### src/hw/rtl/gbc_pkg.sv
// Shared types, codes and index tables for the gyro bias calibrator.
package gbc_pkg;

    localparam int RW  = 16;    // rate sample width
    localparam int LW  = 32;    // norm limit width
    localparam int MAW = 64;    // multiplier operand width
    localparam int MPW = 128;   // multiplier product width

    localparam logic [31:0] NORM_LIMIT_RST = 32'd1677722;

    localparam logic [1:0] FN_SAMPLE  = 2'd0;
    localparam logic [1:0] FN_ENABLE  = 2'd1;
    localparam logic [1:0] FN_DISABLE = 2'd2;

    // multiplier operand selects
    localparam logic [2:0] MS_RATE = 3'd0;
    localparam logic [2:0] MS_T1   = 3'd1;
    localparam logic [2:0] MS_T2   = 3'd2;
    localparam logic [2:0] MS_SQ   = 3'd3;
    localparam logic [2:0] MS_NN   = 3'd4;
    localparam logic [2:0] MS_LIM  = 3'd5;
    localparam logic [2:0] MS_MM   = 3'd6;

    localparam logic [2:0] K_FIRST = 3'd0;
    localparam logic [2:0] K_CROSS = 3'd3;  // off-diagonal terms count twice
    localparam logic [2:0] K_LAST  = 3'd5;
    localparam logic [1:0] J_FIRST = 2'd0;
    localparam logic [1:0] J_LAST  = 2'd2;

    typedef struct packed {
        logic       take_in;
        logic       add_axes;
        logic       mul_start;
        logic [2:0] mul_sel;
        logic [2:0] k;
        logic       acc_pr;
        logic       ld_t1;
        logic       ld_d;
        logic       clr_acc;
        logic       acc_sq;
        logic       ld_nn;
        logic       ld_m;
        logic       div_start;
        logic       bias_wr;
        logic [1:0] j;
        logic       clr_sums;
        logic       clr_bias;
        logic       load_out;
        logic       body_en;
        logic       cal;
        logic       calibrating;
        logic       fail;
    } t_cmd;

    typedef struct packed {
        logic mul_done;
        logic div_done;
        logic gt;
        logic n_ge2;
        logic n_full;
    } t_stat;

    // product order xx, yy, zz, xy, xz, yz
    function automatic logic [1:0] f_ia(input logic [2:0] k);
        case (k)
            3'd0:    f_ia = 2'd0;
            3'd1:    f_ia = 2'd1;
            3'd2:    f_ia = 2'd2;
            3'd3:    f_ia = 2'd0;
            3'd4:    f_ia = 2'd0;
            3'd5:    f_ia = 2'd1;
            default: f_ia = 2'd0;
        endcase
    endfunction

    function automatic logic [1:0] f_ib(input logic [2:0] k);
        case (k)
            3'd0:    f_ib = 2'd0;
            3'd1:    f_ib = 2'd1;
            3'd2:    f_ib = 2'd2;
            3'd3:    f_ib = 2'd1;
            3'd4:    f_ib = 2'd2;
            3'd5:    f_ib = 2'd2;
            default: f_ib = 2'd0;
        endcase
    endfunction

endpackage

### src/hw/rtl/gbc_ctrl.sv
// Controller: sequences accumulate, covariance check, mean division and result handoff.
module gbc_ctrl import gbc_pkg::*; (
    input  logic       i_clk,
    input  logic       i_rst_n,
    input  logic       i_in_valid,
    input  logic [1:0] i_func,
    output logic       o_in_ready,
    input  logic       i_out_ready,
    output logic       o_out_valid,
    output t_cmd       o_cmd,
    input  t_stat      i_stat
);
    localparam logic [4:0] S_IDLE = 5'd0;
    localparam logic [4:0] S_ACC  = 5'd1;
    localparam logic [4:0] S_ACCW = 5'd2;
    localparam logic [4:0] S_T1   = 5'd3;
    localparam logic [4:0] S_T1W  = 5'd4;
    localparam logic [4:0] S_T2   = 5'd5;
    localparam logic [4:0] S_T2W  = 5'd6;
    localparam logic [4:0] S_SQ   = 5'd7;
    localparam logic [4:0] S_SQW  = 5'd8;
    localparam logic [4:0] S_NN   = 5'd9;
    localparam logic [4:0] S_NNW  = 5'd10;
    localparam logic [4:0] S_LM   = 5'd11;
    localparam logic [4:0] S_LMW  = 5'd12;
    localparam logic [4:0] S_MM   = 5'd13;
    localparam logic [4:0] S_MMW  = 5'd14;
    localparam logic [4:0] S_DIV  = 5'd15;
    localparam logic [4:0] S_DIVW = 5'd16;
    localparam logic [4:0] S_OUT  = 5'd17;

    logic [4:0] r_state, n_state;
    logic [2:0] r_k, n_k;
    logic [1:0] r_j, n_j;
    logic       r_calibrating, n_calibrating;
    logic       r_calibrated, n_calibrated;
    logic       r_is_smp, n_is_smp;
    logic       r_fail, n_fail;
    logic       r_out_valid, n_out_valid;

    assign o_in_ready  = (r_state == S_IDLE);
    assign o_out_valid = r_out_valid;

    always_comb begin
        n_state       = r_state;
        n_k           = r_k;
        n_j           = r_j;
        n_calibrating = r_calibrating;
        n_calibrated  = r_calibrated;
        n_is_smp      = r_is_smp;
        n_fail        = r_fail;
        o_cmd             = '0;
        o_cmd.k           = r_k;
        o_cmd.j           = r_j;
        o_cmd.body_en     = r_is_smp & r_calibrated;
        o_cmd.cal         = r_calibrated;
        o_cmd.calibrating = r_calibrating;
        o_cmd.fail        = r_fail;

        case (r_state)
            S_IDLE: begin
                if (i_in_valid) begin
                    o_cmd.take_in = 1'b1;
                    n_is_smp      = (i_func == FN_SAMPLE);
                    n_fail        = 1'b0;
                    n_state       = S_OUT;
                    case (i_func)
                        FN_ENABLE:  n_calibrating = 1'b1;
                        FN_DISABLE: n_calibrating = 1'b0;
                        FN_SAMPLE: begin
                            if (r_calibrating) begin
                                n_k     = K_FIRST;
                                n_state = S_ACC;
                            end
                        end
                        default: n_state = S_OUT;
                    endcase
                end
            end
            S_ACC: begin
                o_cmd.mul_start = 1'b1;
                o_cmd.mul_sel   = MS_RATE;
                o_cmd.add_axes  = (r_k == K_FIRST);
                n_state         = S_ACCW;
            end
            S_ACCW: begin
                if (i_stat.mul_done) begin
                    o_cmd.acc_pr = 1'b1;
                    if (r_k == K_LAST) begin
                        n_k = K_FIRST;
                        if (i_stat.n_ge2) begin
                            o_cmd.clr_acc = 1'b1;
                            n_state       = S_T1;
                        end else begin
                            n_state = S_OUT;
                        end
                    end else begin
                        n_k     = r_k + 3'd1;
                        n_state = S_ACC;
                    end
                end
            end
            S_T1: begin
                o_cmd.mul_start = 1'b1;
                o_cmd.mul_sel   = MS_T1;
                n_state         = S_T1W;
            end
            S_T1W: begin
                if (i_stat.mul_done) begin
                    o_cmd.ld_t1 = 1'b1;
                    n_state     = S_T2;
                end
            end
            S_T2: begin
                o_cmd.mul_start = 1'b1;
                o_cmd.mul_sel   = MS_T2;
                n_state         = S_T2W;
            end
            S_T2W: begin
                if (i_stat.mul_done) begin
                    o_cmd.ld_d = 1'b1;
                    n_state    = S_SQ;
                end
            end
            S_SQ: begin
                o_cmd.mul_start = 1'b1;
                o_cmd.mul_sel   = MS_SQ;
                n_state         = S_SQW;
            end
            S_SQW: begin
                if (i_stat.mul_done) begin
                    o_cmd.acc_sq = 1'b1;
                    if (r_k == K_LAST) begin
                        n_k     = K_FIRST;
                        n_state = S_NN;
                    end else begin
                        n_k     = r_k + 3'd1;
                        n_state = S_T1;
                    end
                end
            end
            S_NN: begin
                o_cmd.mul_start = 1'b1;
                o_cmd.mul_sel   = MS_NN;
                n_state         = S_NNW;
            end
            S_NNW: begin
                if (i_stat.mul_done) begin
                    o_cmd.ld_nn = 1'b1;
                    n_state     = S_LM;
                end
            end
            S_LM: begin
                o_cmd.mul_start = 1'b1;
                o_cmd.mul_sel   = MS_LIM;
                n_state         = S_LMW;
            end
            S_LMW: begin
                if (i_stat.mul_done) begin
                    o_cmd.ld_m = 1'b1;
                    n_state    = S_MM;
                end
            end
            S_MM: begin
                o_cmd.mul_start = 1'b1;
                o_cmd.mul_sel   = MS_MM;
                n_state         = S_MMW;
            end
            S_MMW: begin
                if (i_stat.mul_done) begin
                    if (i_stat.gt) begin
                        // variance too high: drop the run and start over
                        o_cmd.clr_sums = 1'b1;
                        o_cmd.clr_bias = 1'b1;
                        n_fail         = 1'b1;
                        n_calibrated   = 1'b0;
                        n_state        = S_OUT;
                    end else begin
                        n_j     = J_FIRST;
                        n_state = S_DIV;
                    end
                end
            end
            S_DIV: begin
                o_cmd.div_start = 1'b1;
                n_state         = S_DIVW;
            end
            S_DIVW: begin
                if (i_stat.div_done) begin
                    o_cmd.bias_wr = 1'b1;
                    if (r_j == J_LAST) begin
                        n_state = S_OUT;
                        if (i_stat.n_full) begin
                            o_cmd.clr_sums = 1'b1;
                            n_calibrated   = 1'b1;
                            n_calibrating  = 1'b0;
                        end
                    end else begin
                        n_j     = r_j + 2'd1;
                        n_state = S_DIV;
                    end
                end
            end
            S_OUT: begin
                if (!r_out_valid || i_out_ready) begin
                    o_cmd.load_out = 1'b1;
                    n_state        = S_IDLE;
                end
            end
            default: n_state = S_IDLE;
        endcase
    end

    always_comb begin
        if (o_cmd.load_out) begin
            n_out_valid = 1'b1;
        end else if (i_out_ready) begin
            n_out_valid = 1'b0;
        end else begin
            n_out_valid = r_out_valid;
        end
    end

    always_ff @(posedge i_clk) begin
        if (!i_rst_n) begin
            r_state       <= S_IDLE;
            r_k           <= K_FIRST;
            r_j           <= J_FIRST;
            r_calibrating <= 1'b0;
            r_calibrated  <= 1'b0;
            r_is_smp      <= 1'b0;
            r_fail        <= 1'b0;
            r_out_valid   <= 1'b0;
        end else begin
            r_state       <= n_state;
            r_k           <= n_k;
            r_j           <= n_j;
            r_calibrating <= n_calibrating;
            r_calibrated  <= n_calibrated;
            r_is_smp      <= n_is_smp;
            r_fail        <= n_fail;
            r_out_valid   <= n_out_valid;
        end
    end

endmodule

### config.mk
export PLATFORM = sky130hd
export DESIGN_NAME = gbc_ctrl
export DESIGN_NICKNAME = d
export VERILOG_FILES = /design/src/hw/rtl/gbc_pkg.sv /design/src/hw/rtl/gbc_ctrl.sv
export SDC_FILE = /design/constraint.sdc
export NUM_CORES = 1
export LEC_CHECK = 0
export ABC_AREA = 1
export BUFFER_PORTS_ARGS = -buffer_cell sky130_fd_sc_hd__buf_2
export CAP_MARGIN = 10
export CORE_MARGIN = 4
export CORE_UTILIZATION = 40
export CTS_CLUSTER_SIZE = 24
export DETAILED_ROUTE_END_ITERATION = 10
export PLACE_DENSITY_LB_ADDON = 0.08
export SETUP_SLACK_MARGIN = 0.1
export SLEW_MARGIN = 20
export SYNTH_ARGS = -nofsm -noshare
export SYNTH_HDL_FRONTEND = slang
export SYNTH_SLANG_ARGS = --single-unit
### constraint.sdc
create_clock -name i_clk -period 1.6 [get_ports i_clk]
set_clock_uncertainty 0.05 [all_clocks]
set_input_delay 0.16 -clock i_clk [delete_from_list [all_inputs] [get_ports i_clk]]
set_output_delay 0.16 -clock i_clk [all_outputs]
set_load 0.02 [all_outputs]
# [Yosys cells after proc, flatten, opt, wreduce, memory -nomap -nowiden]
# Index checks and enable logic that the tools add are counted.
[totals] elab_cells=143 in_bits=11 register_bits=15 output_inout_bits=29
[classes] n_reduce_logical=18 mux=74 add_sub_neg=2 n_bitwise=1 n_eq_ne=40
[ops] op="5-bit one-hot mux with 18 select lines" count=1
[ops] op="5-bit 2-to-1 mux" count=16
[ops] op="5-bit by 4-bit == test with 1-bit output (second input constant)" count=8
[ops] op="1-bit 2-to-1 mux" count=37
[ops] op="2-bit inequality test (second input constant)" count=15
[ops] op="4-bit one-hot mux with 7 select lines" count=1
[ops] op="5-bit by 3-bit == test with 1-bit output (second input constant)" count=4
[ops] op="3-bit 2-to-1 mux" count=5
[ops] op="2-bit 2-to-1 mux" count=6
[ops] op="6-bit AND reduction" count=2
[ops] op="5-bit by 2-bit == test with 1-bit output (second input constant)" count=2
[ops] op="5-bit == test (second input constant)" count=2
[ops] op="1-bit one-hot mux with 2 select lines" count=5
[ops] op="10-bit AND reduction" count=1
[ops] op="5-bit AND reduction" count=2
[ops] op="2-bit nonzero test" count=5
[ops] op="2-bit by 1-bit inequality test with 1-bit output (second input constant)" count=3
[ops] op="3-bit one-hot mux with 2 select lines" count=1
[ops] op="5-bit by 1-bit == test with 1-bit output (second input constant)" count=1
[ops] op="5-bit logical NOT" count=1
[ops] op="2-bit == test (second input constant)" count=2
[ops] op="4-bit 2-to-1 mux" count=1
[ops] op="2-bit one-hot mux with 2 select lines" count=1
[ops] op="4-bit AND reduction" count=1
[ops] op="other kinds (12)" count=12

# [Longest topological paths before layout]
[logic_depth] depth_word=5 ltp_mapped=11 depth_no_buf=11

# [Least setup slack after synthesis]
# OpenSTA, ideal clock, no wires.
[synth_timing] path_type="reg-to-output" start="register r_state[1]" end="output port o_cmd[14] (netlist name)" stages_incl_launch_ff=6 n_path_buf=1 t_arrival_ps=1440 required_time_ps=1390 path_slack_ps=-50 path_cell_list="dfxtp_1 -> buf_6 -> inv_2 -> nor2_8 -> nand3_2 -> nor4_1"
[synth_lines] element="from (decl)" line="gbc_ctrl.sv:32" source="logic [4:0] r_state, n_state;"
[synth_lines] element="from (signal assigned)" line="gbc_ctrl.sv:235" source="r_state <= n_state;"
[synth_lines] element="to (decl)" line="gbc_ctrl.sv:10" source="output t_cmd o_cmd,"

==> qor.csv <==
metric;value;unit
status;complete, but fails checks;
failing checks;setup timing;
largest net degree at the start of global routing;12;
measured slew at the worst slew-check pin;0.4218;ns
Hold Buf Count CTS;0;
Num CTS Buffers;3;
EDFF count, synth;0;
setup violators final;14;
Psw;2120;uW
PD cells;1779;mW/mm^2
Final Critical Period;1.703;ns
internal power;2093;uW
Min Hold Slack;0.09905;ns
Worst EP required;1.39;ns
overall power;4213;uW
syn_area_per_cell;6.295;sq um
crit path DAT;1.49;ns
most frequently used flop master after synthesis;dfxtp_1;
ANT nets after route;0;
commonest non-fill, non-tap cell in the layout;buf_4;
maximum VDD drop;0.001228;V
antenna violations before repair;0;
Clock Latency Late Sink;0.29;ns
Final #Nets;318;
unrepaired setup endpoints after global routing;yes;
number of synthesized register bits;15;
static leakage;0.001210;uW
routed wire length;4794;um
crit-path max FO;5;
clock slew seen by the registers of the worst setup and hold paths;0.11;ns
Clk Tree Root Cell;clkbuf_4;
Mapped Nets;236;
layout cell share with drive strength beyond 1;0.5180;
Die H;67.38;um
Via-to-Cell Ratio;4.994;
grt ovf;0;
CORE AREA;0.003363;sq mm
Wirelength per Cell;13.66;um
element type at the critical path end;output port;
Synth async-reset ratio;0;
die area;0.004539;sq mm
# DRC;0;
Critical Path Source Type;flop;
post-route cell area;0.002367;sq mm
width of the die;67.38;um
Yosys cell types;32;
combinational share of power;0.800;
vias in the first global route;1674;
Final Max Tran Viols;0;
row count;21;
area delta synth->final;67.88;%
DRC violation total after the first TritonRoute iteration;107;
CTS HTree Levels;1;
dpl hpwl;3008;um
sequential area share after synthesis;0.2130;
setup ws final;-0.1032;ns
Worst Hold Class;in -> reg;
commonest non-fill, non-tap cells in the layout;41 x buf_4, 40 x nand2_1, 34 x nor2_1, 23 x inv_1, 22 x buf_6;
mapped cell area;0.001410;sq mm
antenna cell count;0;
critical path class;reg -> out;
Yosys Warn Count;0;
starting density of the core;0.4193;
Final Instance Count excl. Fillers;351;
clock network power share;0.055;
max-cap viol count;0;
Flop pwr share;0.145;
Max Fclk;587.1;MHz
Sw Share;0.5032;
via count;1753;
Slew HR;0.7171;
TritonCTS clock tree;yes;
total track usage;0.2121;
gpl congestion;0.9035;
Area after DPL;0.001703;sq mm
crit share post-route;1.065;
IO Count;40;
clk sinks;15;
Fin. Hold Viols;0;
Longest Clk Path Bufs;2;
Cells after Synth;224;
placed cells;309;
DRT Pass-1 Iters;4;
setup TNS;-0.5940;ns
first-pass GRT wire length;7452;um
Buffers on Ports;39;
==> sequential cells by signal (all words and copies together), names as in the netlist <==
signal         flops
r_fail             1
o_out_valid        1
r_calibrated       1
r_calibrating      1
r_j                2
r_state            5
r_k                3
r_is_smp           1
==> worst max-delay path, cell delays in order (launching register included) <==
cell     delay, ns
dfxtp_2       0.34
buf_12        0.14
nor2_8        0.13
nand3_2       0.14
nor2_4        0.15
a31oi_2       0.10
inv_1         0.07
buf_4         0.13
==> cells in the mapped netlist (3+ instances only) <==
library cell / number / share of area
nand2_2: 7 / 0.031
nor2_8: 4 / 0.057
inv_1: 29 / 0.077
nor2_4: 3 / 0.024
nor3_1: 6 / 0.021
nand2_1: 48 / 0.13
o21ai_0: 7 / 0.025
nor2_1: 41 / 0.11
dfxtp_1: 15 / 0.21
nand3_1: 12 / 0.043
a21oi_1: 10 / 0.035
o21ai_1: 7 / 0.025
nand3_2: 5 / 0.035
buf_4: 6 / 0.032
==> final timing paths <==
kind	startpoint	endpoint	slack, ns	depth (start not counted)
min reg2reg	r_fail	r_fail	0.41	2
max	r_state[0]	o_cmd[6]	-0.10	7
max reg2reg	r_state[2]	r_state[3]	-0.04	9
min	i_rst_n	r_calibrating	0.1	3
==> timing repair <==
action                                  in CTS  in global routing
pin swaps                                   20                 19
endpoints found under the setup margin      30                 31
buffers inserted                            28                 10
endpoints found under the hold margin        0                  0
resized for setup                           58                 48
==> power groups by stage <==
stage          sequential (uW)  clock, uW  combinational, uW
3_3_place_gp               582          0               2130
6_report                   610        233               3370
4_1_cts                    597        240               2850
5_1_grt                    625        252               3610
3_5_place_dp               582          0               2130
2_1_floorplan              571          0               1610
==> layout make-up <==
class                      instances  area, sq um
fill                             312        996.0
tap                               46        57.56
sequential                        15        317.8
timing repair buffer              85        695.7
clock buffer                       4        26.28
inverter                          32        132.6
multi-input combinational        169         1137
==> routing by layer <==
metal	up-vias	share of wire	global-route usage
met2	50	0.51	0.3755
met4	0	0.016	0.07595
met3	11	0.050	0.01664
li1	880	-	-
met5	-	0	0
met1	812	0.42	0.2673
==> through the flow <==
step	setup WS, ns	utilization
after floorplan	0.1166	-
after global placement	0.02248	0.5063
after detailed placement	-0.002392	0.5063
after CTS	-0.09273	0.6287
after global routing	-0.1716	0.7039
final	-0.1032	0.7039
==> kinds of logic after synthesis <==
group,after synthesis,synth area share
AOI/OAI and AO/OA,30,0.1189
adders and majority gates,1,0.008872
and+or+nand+nor,138,0.5306
DFF,15,0.2130
buffers and inverters,40,0.1287
Power figures use the tool's default switching activity.
